## src/hdl/odo_pkg.sv

```systemverilog
// Shared types, constants and tables for the differential-drive odometry block.
package odo_pkg;

  // Fraction bits of positions and velocities.
  localparam int ODO_FRAC_BITS = 16;
  localparam int ODO_CORDIC_STEPS = 16;

  // Port widths.
  localparam int ODO_IN_W = 88;
  localparam int ODO_OUT_W = 160;
  localparam int ODO_CFG_IW = 1;
  localparam int ODO_CFG_DW = 24;

  // Divider dividend and divisor widths, CORDIC vector width.
  localparam int ODO_NW = 90;
  localparam int ODO_DW = 68;
  localparam int ODO_ZW = 34;
  localparam int ODO_KW = 5;

  // Register indexes.
  localparam logic [ODO_CFG_IW-1:0] REG_TPM = 1'b0;
  localparam logic [ODO_CFG_IW-1:0] REG_SEP = 1'b1;

  localparam logic [19:0] ODO_TPM_RESET = 20'd10000;
  localparam logic [23:0] ODO_SEP_RESET = 24'd200000;

  // 10^6 * binary angle units per radian, 10^6 and 10^12.
  localparam logic [63:0] ODO_K_ANG = 64'd683565276000000;
  localparam logic [63:0] ODO_K_US = 64'd1000000;
  localparam logic [63:0] ODO_K_US2 = 64'd1000000000000;

  // CORDIC start vector, gain compensated, Q4.30.
  localparam logic signed [ODO_ZW-1:0] ODO_GAIN_Q30 = 34'sd652032874;

  // Arctangent of 2^-k in binary angle units.
  localparam logic [31:0] ODO_ATAN_BAM [32] = '{
    32'd536870912, 32'd316933406, 32'd167458907, 32'd85004756, 32'd42667331,
    32'd21354465, 32'd10679838, 32'd5340245, 32'd2670163, 32'd1335087,
    32'd667544, 32'd333772, 32'd166886, 32'd83443, 32'd41722, 32'd20861,
    32'd10430, 32'd5215, 32'd2608, 32'd1304, 32'd652, 32'd326, 32'd163,
    32'd81, 32'd41, 32'd20, 32'd10, 32'd5, 32'd3, 32'd1, 32'd1, 32'd0
  };

  typedef enum logic [4:0] {
    S_IDLE, S_DISPATCH, S_RESET_POSE, S_PRIME, S_CALC,
    S_MUL_DEN, S_MUL_ANG, S_DIV_ANG, S_LD_C, S_DIV_C, S_CORDIC,
    S_MUL_X, S_ADD_X, S_ADD_Y,
    S_MUL_VLN, S_MUL_VLD, S_DIV_VL, S_MUL_VAN, S_MUL_VAD, S_DIV_VA,
    S_COMMIT, S_DONE
  } state_t;

  // Operand pairs of the multiply-accumulate unit.
  typedef enum logic [2:0] {
    MS_DEN, MS_ANG, MS_VLN, MS_VLD, MS_VAN, MS_VAD
  } mac_sel_t;

  // Where a quotient goes.
  typedef enum logic [2:0] {
    CAP_NONE, CAP_ANG, CAP_C, CAP_VL, CAP_VA
  } cap_t;

  typedef struct packed {
    logic     load;
    logic     clr_pose;
    logic     prime;
    logic     calc;
    logic     mac_go;
    mac_sel_t mac_sel;
    logic     div_go;
    logic     ld_cdiv;
    cap_t     cap;
    logic     cor_go;
    logic     mul_x;
    logic     mul_y;
    logic     add_x;
    logic     add_y;
    logic     commit;
    logic     out_load;
  } cmd_t;

  typedef struct packed {
    logic mode;
    logic primed;
    logic intv_zero;
    logic mac_last;
    logic div_done;
    logic cor_done;
  } status_t;

endpackage

```

## src/hdl/odo_ctrl.sv

```systemverilog
// Controller: sequences the datapath units for each request and owns the handshakes.
module odo_ctrl (
  input  logic             clk,
  input  logic             rst,
  input  logic             s_tvalid,
  output logic             s_tready,
  output logic             m_tvalid,
  input  logic             m_tready,
  input  odo_pkg::status_t status,
  output odo_pkg::cmd_t    cmd
);
  import odo_pkg::*;

  state_t state;
  state_t state_next;
  logic   first;

  // State register; first marks the opening cycle of a state.
  always_ff @(posedge clk) begin
    if (rst) begin
      state <= S_IDLE;
      first <= 1'b1;
    end else begin
      state <= state_next;
      first <= (state_next != state);
    end
  end

  // Next state.
  always_comb begin
    state_next = state;
    unique case (state)
      S_IDLE: if (s_tvalid) state_next = S_DISPATCH;
      S_DISPATCH: begin
        priority if (status.mode) state_next = S_RESET_POSE;
        else if (!status.primed) state_next = S_PRIME;
        else state_next = S_CALC;
      end
      S_RESET_POSE: state_next = S_DONE;
      S_PRIME: state_next = S_DONE;
      S_CALC: state_next = S_MUL_DEN;
      S_MUL_DEN: if (status.mac_last) state_next = S_MUL_ANG;
      S_MUL_ANG: if (status.mac_last) state_next = S_DIV_ANG;
      S_DIV_ANG: if (status.div_done) state_next = S_LD_C;
      S_LD_C: state_next = S_DIV_C;
      S_DIV_C: if (status.div_done) state_next = S_CORDIC;
      S_CORDIC: if (status.cor_done) state_next = S_MUL_X;
      S_MUL_X: state_next = S_ADD_X;
      S_ADD_X: state_next = S_ADD_Y;
      S_ADD_Y: state_next = status.intv_zero ? S_COMMIT : S_MUL_VLN;
      S_MUL_VLN: if (status.mac_last) state_next = S_MUL_VLD;
      S_MUL_VLD: if (status.mac_last) state_next = S_DIV_VL;
      S_DIV_VL: if (status.div_done) state_next = S_MUL_VAN;
      S_MUL_VAN: if (status.mac_last) state_next = S_MUL_VAD;
      S_MUL_VAD: if (status.mac_last) state_next = S_DIV_VA;
      S_DIV_VA: if (status.div_done) state_next = S_COMMIT;
      S_COMMIT: state_next = S_DONE;
      S_DONE: if (!m_tvalid || m_tready) state_next = S_IDLE;
      default: state_next = S_IDLE;
    endcase
  end

  // Commands to the datapath.
  always_comb begin
    cmd = '0;
    unique case (state)
      S_IDLE: cmd.load = s_tvalid;
      S_DISPATCH: ;
      S_RESET_POSE: cmd.clr_pose = 1'b1;
      S_PRIME: cmd.prime = 1'b1;
      S_CALC: cmd.calc = 1'b1;
      S_MUL_DEN: begin
        cmd.mac_go  = first;
        cmd.mac_sel = MS_DEN;
      end
      S_MUL_ANG: begin
        cmd.mac_go  = first;
        cmd.mac_sel = MS_ANG;
      end
      S_DIV_ANG: begin
        cmd.div_go = first;
        cmd.cap    = status.div_done ? CAP_ANG : CAP_NONE;
      end
      S_LD_C: cmd.ld_cdiv = 1'b1;
      S_DIV_C: begin
        cmd.div_go = first;
        cmd.cap    = status.div_done ? CAP_C : CAP_NONE;
      end
      S_CORDIC: cmd.cor_go = first;
      S_MUL_X: cmd.mul_x = 1'b1;
      S_ADD_X: begin
        cmd.add_x = 1'b1;
        cmd.mul_y = 1'b1;
      end
      S_ADD_Y: cmd.add_y = 1'b1;
      S_MUL_VLN: begin
        cmd.mac_go  = first;
        cmd.mac_sel = MS_VLN;
      end
      S_MUL_VLD: begin
        cmd.mac_go  = first;
        cmd.mac_sel = MS_VLD;
      end
      S_DIV_VL: begin
        cmd.div_go = first;
        cmd.cap    = status.div_done ? CAP_VL : CAP_NONE;
      end
      S_MUL_VAN: begin
        cmd.mac_go  = first;
        cmd.mac_sel = MS_VAN;
      end
      S_MUL_VAD: begin
        cmd.mac_go  = first;
        cmd.mac_sel = MS_VAD;
      end
      S_DIV_VA: begin
        cmd.div_go = first;
        cmd.cap    = status.div_done ? CAP_VA : CAP_NONE;
      end
      S_COMMIT: cmd.commit = 1'b1;
      S_DONE: cmd.out_load = !m_tvalid || m_tready;
      default: ;
    endcase
  end

  assign s_tready = (state == S_IDLE);

  // Result valid: set on load, cleared when taken.
  always_ff @(posedge clk) begin
    if (rst) begin
      m_tvalid <= 1'b0;
    end else if (cmd.out_load) begin
      m_tvalid <= 1'b1;
    end else if (m_tready) begin
      m_tvalid <= 1'b0;
    end
  end

  // A finished product only appears while a multiply state waits for it.
  a_mac_state: assert property (@(posedge clk) disable iff (rst)
    status.mac_last |-> (state == S_MUL_DEN || state == S_MUL_ANG ||
      state == S_MUL_VLN || state == S_MUL_VLD || state == S_MUL_VAN ||
      state == S_MUL_VAD))
    else $error("multiply finished outside a multiply state");

  // A quotient only appears while a divide state waits for it.
  a_div_state: assert property (@(posedge clk) disable iff (rst)
    status.div_done |-> (state == S_DIV_ANG || state == S_DIV_C ||
      state == S_DIV_VL || state == S_DIV_VA))
    else $error("division finished outside a divide state");

  // The rotation only finishes while the controller waits for it.
  a_cor_state: assert property (@(posedge clk) disable iff (rst)
    status.cor_done |-> state == S_CORDIC)
    else $error("rotation finished outside its state");

  // A loaded result is offered on the next cycle.
  a_out_valid: assert property (@(posedge clk) disable iff (rst)
    cmd.out_load |=> m_tvalid)
    else $error("loaded result not offered");

endmodule

```

## config.mk

```make
export PLATFORM = sky130hd
export DESIGN_NAME = odo_ctrl
export DESIGN_NICKNAME = d
export VERILOG_FILES = /design/src/hdl/odo_pkg.sv /design/src/hdl/odo_ctrl.sv
export SDC_FILE = /design/constraint.sdc
export NUM_CORES = 1
export LEC_CHECK = 0
export BUFFER_PORTS_ARGS = -buffer_cell sky130_fd_sc_hd__buf_2
export CORE_ASPECT_RATIO = 1.75
export CORE_MARGIN = 5
export CORE_UTILIZATION = 34
export CTS_BUF_LIST = sky130_fd_sc_hd__clkbuf_8
export DETAILED_ROUTE_END_ITERATION = 12
export SLEW_MARGIN = 15
export SYNTH_ARGS = -nofsm -noshare
export SYNTH_HDL_FRONTEND = slang
export SYNTH_SLANG_ARGS = --single-unit
```

## constraint.sdc

```tcl
create_clock -name clk -period 3.1 [get_ports clk]
set_input_delay 0.155 -clock clk [delete_from_list [all_inputs] [get_ports clk]]
set_output_delay 0.155 -clock clk [all_outputs]
set_load 0.02 [all_outputs]
```

==> results.toml, run 1 <==
[route]
ant_nets = 0
drc = 0
firstDrtPassIters = 5
routed_via_density = 5.935
drt_iter0_drc = 76
wl_per_cell_um = 15.34
vias = 1187
wl_mm = 3.068

[timing]
clock.fmax_ghz = 0.3979
period_needed_ps = 2513
final_hold_viol_count = 0
hold_ws_ps = 185.7
finalSetupTns_ps = 0
worstMarginPinSlew_ps = 783.9
setup_viol = 0
drv_slew = 0
rsz0062_at_grt = "false"
min_period_over_period_pct = 81.07
slew-limit-headroom_pct = 47.67
fin_skew_ps = 1.032

[layout]
syn_to_final_growth_pct = 18.15
antennaDiodeCount = 0
nNetsFinal = 183
final_layout_size_suffix_gt1_share_pct = 26.16
stdcell_count = 200
fill_cells = 305

[worst_setup_path]
start_kind = "register"
slowest_stage = "dfxtp_1"
crit_chain = "nor2b_1, buf_4, a22oi_1, o32ai_1, nor4_4, xnor2_1, or4_1"
worstPathArrival_ps = 2600
path_max_fanout = 24
critPathMaxStageDelay_ps = 800
critical_path_class = "reg2reg"
end_kind = "register"
required_ps = 3190

[cts]
postCtsSetupRepairBufs = 0
ctsHoldBuffers = 0
clock_latency_ps = 220
cts_tree = "built"
cts.clk_slew.worst_paths_ps = 40
cts_sinks = 7
cts-resized-gates = 0
clk_path_buf_depth = 2
cts_max_level = 1
numCtsBuffers = 3
clockRootBuffer = "clkbuf_8"

[min_path]
hp-class = "in2reg"

[floorplan]
rows = 26
core_um2 = 2863
io-pin-count = 32
die_y_um = 81.24
die_w_um = 50.71
die-area_um2 = 4119
initial_utilization_pct = 34.44

[pwr]
power.leakage_nw = 0.5297
clockPowerShare_pct = 13.4
total_power_mw = 0.8875
intPower_mw = 0.4359
comb_power_share_pct = 64.7
power_density_nw_per_um2 = 761.9
power.switching_mw = 0.4516
seq_power_share_pct = 21.9
swShare_pct = 50.89
vdd_drop_max_v = 0.0002884

[global_routing]
grt_pass1_wl_mm = 5.188
grt_pass1_vias = 1163
antenna_found_initial = 0
grt_start_max_net_pins = 25
overflow = 0
grt_use_total_pct = 15.44

[status]
status = "finished clean"

[yosys]
syn_area_per_cell_um2 = 6.573
syn_inst = 150
synth.most_common_cell = "nor2_1"
synth_top_cell_by_area = "dfxtp_1"
yosysSeqAreaShare_pct = 14.21
synth_edf_count = 0
yosys_warnings = 0
ys_seq_elements = 7
synth_async_sr_flop_share_pct = 0
synth_cell_type_count = 44
synth.cells.most_frequent = "18 x nor2_1, 12 x a21oi_1, 11 x nand2_1"
yosys-top-cells-area = "dfxtp_1 14%, nor2_1 6.9%, a21oi_1 6.1%"
synth_area_um2 = 985.9
synthFlopType = "dfxtp_1"
synth.top_cell.area_share_pct = 14.21
syn-num-nets = 160

[placed_design]
place_inst = 196
hpwlAfterDp_mm = 2.353
place_congestion = 0.8562
portBuffers = 31

[flow_run]
drv_cap = 0
cells in the final DEF (no fill, tap or decap), types with 4 or more instances in the layout:
cell type and instances:
buf_2 31, nor2_1 18, nor2b_1 7, dfxtp_1 7, and3_1 6, nor3_1 8, a21oi_1 12, inv_1 4
or3_1 4, nand2b_1 9, nand2_1 11
registers in the layout, summed over array words and instances (netlist names):
signal	count
first	1
m_tvalid	1
state	5
worst max-delay path, delay by kind of cell, from the launching register on:
kind	cells	cell delay, ps
AOI/OAI and AO/OA	2	340
and+or+nand+nor	3	910
DFF	1	800
buffers and inverters	1	220
xor gates and xnor gates	1	100
kinds of logic after synthesis:
group	count (synthesis)	share of synthesized area, %
flip-flops	7	14.21
AND/OR/NAND/NOR	81	46.45
multiplexers	3	3.173
buffers and inverters	20	9.518
AO/OA/AOI/OAI	36	23.99
XOR/XNOR	3	2.665
metal layers:
| metal | routed length (um) | share of wire (%) | track usage, % |
|---|---|---|---|
| met1 | 1167 | 38 | 16.96 |
| met2 | 1679 | 55 | 27.99 |
| met3 | 163 | 5.3 | 2.752 |
| met4 | 58 | 1.9 | 6.650 |
| met5 | 0 | 0 | 0 |
worst paths after layout:
path                   end  startpoint  cells past startpoint  slack [ps]
setup reg to reg     first    state[1]                      7         590
setup / recovery     first    state[1]                      7         590
hold / removal    state[2]         rst                      2         190
hold reg to reg      first    state[0]                      2         700
layout make-up:
cell class	instances	area [um^2]	share of cell area, %
tap	28	35.03	3.008
clock inverter	1	3.754	0.3222
clock buffer	3	41.29	3.545
multi-input combinational	123	752.0	64.55
sequential	7	140.1	12.03
timing repair buffer	34	177.7	15.25
inverter	4	15.01	1.289
stage by stage:
step / util (%) / instance area (um^2) / setup slack, ps
after floorplan: - / 985.9 / 1161
after global placement: 39.12 / 1120 / 706.5
after detailed placement: 39.12 / 1120 / 599.0
after CTS: 40.69 / 1165 / 589.3
after global routing: 40.69 / 1165 / 357.8
final: 40.69 / 1165 / 586.9
power groups by stage:
stage | registers [mW] | logic [mW] | clock network, mW
floorplan | 0.130 | 0.502 | 0
global placement | 0.189 | 0.564 | 0
detailed placement | 0.191 | 0.569 | 0
CTS | 0.191 | 0.573 | 0.124
global route | 0.204 | 0.636 | 0.129
finish | 0.195 | 0.574 | 0.119
Note: power is estimated with default switching activity, not from simulation.
==> inputs of run 2 (changes only) <==
- clock period: 3.1 -> 2.35 ns (I/O delays scaled with it)
==> run 2 against run 1 <==
First-iteration DRC count decreased by 66%; cell area up 7.0%; clock-buffer cell count did not move; largest power group unchanged; fmax up 18%; critical path type unchanged; clock skew barely moved; hold slack worse by 44 ps.
==> results.toml, run 2 (synthesis gave the netlist of run 1 again) <==
[route]
routed_via_density = 5.957
wl_mm = 3.239
ant_nets = 0
wl_per_cell_um = 15.50
drc = 0
firstDrtPassIters = 4
drt_iter0_drc = 26
vias = 1245

[timing]
clock.fmax_ghz = 0.4702
drv_slew = 0
rsz0062_at_grt = "false"
period_needed_ps = 2127
worstMarginPinSlew_ps = 419.7
min_period_over_period_pct = 90.50
post-route-worst-setup-slack_ps = 223.2
fin_skew_ps = 0.6798
slew-limit-headroom_pct = 71.93
setup_viol = 0
final_hold_viol_count = 0
finalSetupTns_ps = 0

[floorplan]
die_y_um = 81.24
rows = 26
core_um2 = 2863
io-pin-count = 32
die-area_um2 = 4119
die_w_um = 50.71
initial_utilization_pct = 34.44

[pwr]
vdd_drop_max_v = 0.0005522
clockPowerShare_pct = 12.9
power_density_nw_per_um2 = 1011
intPower_mw = 0.6416
comb_power_share_pct = 71.9
power.switching_mw = 0.6185
swShare_pct = 49.08
seq_power_share_pct = 15.2
power.leakage_nw = 0.5793

[global_routing]
grt_use_total_pct = 16.69
grt_pass1_wl_mm = 5.437
grt_start_max_net_pins = 22
antenna_found_initial = 0
overflow = 0
grt_pass1_vias = 1209

[cts]
cts_max_level = 1
cts_tree = "built"
ctsHoldBuffers = 0
cts.clk_slew.worst_paths_ps = 40
cts_sinks = 7
clk_path_buf_depth = 2
clockRootBuffer = "clkbuf_8"
clock_latency_ps = 230
numCtsBuffers = 3

[min_path]
hp-class = "in2reg"
whs_path_depth = 2
min_from = "rst"
worstHoldEndpoint = "state[4]"

[flow_run]
drv_cap = 0

[layout]
nNetsFinal = 192
final_layout_size_suffix_gt1_share_pct = 29.83
reg_top3 = "state x5, first x1, m_tvalid x1"
seqCellArea_um2 = 140.1
syn_to_final_growth_pct = 26.40
regMostFlops = "state"
layout_commonest_cell = "buf_2"
fill_cells = 322
final_area_um2 = 1246
mostFrequentLayoutCells = "31 x buf_2, 18 x nor2_1, 12 x a21oi_1"
multi_input_comb_area_um2 = 753.2
fin_util_pct = 43.53
largest_register_ffs = 5
antennaDiodeCount = 0

[placed_design]
portBuffers = 31
place_congestion = 0.9074
placed_area_um2 = 1200
pre_cts_ws_ps = 236.5
hpwlAfterDp_mm = 2.549

[worst_setup_path]
critical_path_class = "reg2reg"
path_max_fanout = 7
start_kind = "register"
r2r_end = "first"
worstPathArrival_ps = 2230
end_kind = "register"
required_ps = 2450
reg2reg_depth = 6
rrSetupSlack_ps = 220
r2r-start = "state[3]"

[status]
status = "finished clean"
[run 2: metal layers]
metal / part of all wire (%) / global-route usage, % / up-vias
met5: 0 / 0 / -
met4: 5.7 / 10.23 / 0
met3: 4.5 / 2.385 / 17
met2: 51 / 29.73 / 43
met1: 38 / 17.82 / 583
li1: - / - / 602
[run 2: worst max-delay path: stages (launching register included)]
cell and delay (ps):
dfxtp_1 400, or3b_2 620, a221oi_1 270, nor3_1 90
nand4_1 160, xor2_1 80, or4_1 390
[run 2: final cells by class]
type	count	area share, %
multi-input cells	123	60.44
repair buffers	43	20.68
flip-flops and latches	7	11.24
clock buffers	3	3.313
well taps	28	2.811
inverters	4	1.205
clock inverters	1	0.3012
[run 2: how the worst max path moves through the flow]
| stage | start | to | slack, ps |
|---|---|---|---|
| global placement | state[3] | first | 220 |
| finish | state[3] | first | 220 |
| floorplan | state[3] | first | 410 |
| detailed placement | state[3] | first | 240 |
| CTS | state[3] | first | 220 |
| global route | state[2] | first | 40 |
[run 2: timing repair]
action                     in CTS  in global routing
setup endpoints to repair       0                  1
buffers inserted                0                  0
resized for setup               0                  1
[run 2: power by group through the flow]
stage / Clock (mW) / Sequential [mW] / Combinational [mW]
CTS: 0.170 / 0.191 / 0.902
global route: 0.176 / 0.198 / 0.996
floorplan: 0 / 0.171 / 0.662
global placement: 0 / 0.191 / 0.892
detailed placement: 0 / 0.193 / 0.899
finish: 0.163 / 0.192 / 0.906
[run 2: per-stage QoR]
step / total power [mW] / instances / hold slack (ps)
after floorplan: 0.8329 / 150 / 186.6
after global placement: 1.083 / 205 / 376.3
after detailed placement: 1.092 / 205 / 382.8
after CTS: 1.263 / 209 / 140.9
after global routing: 1.370 / 209 / 150.0
final: 1.260 / 209 / 141.7
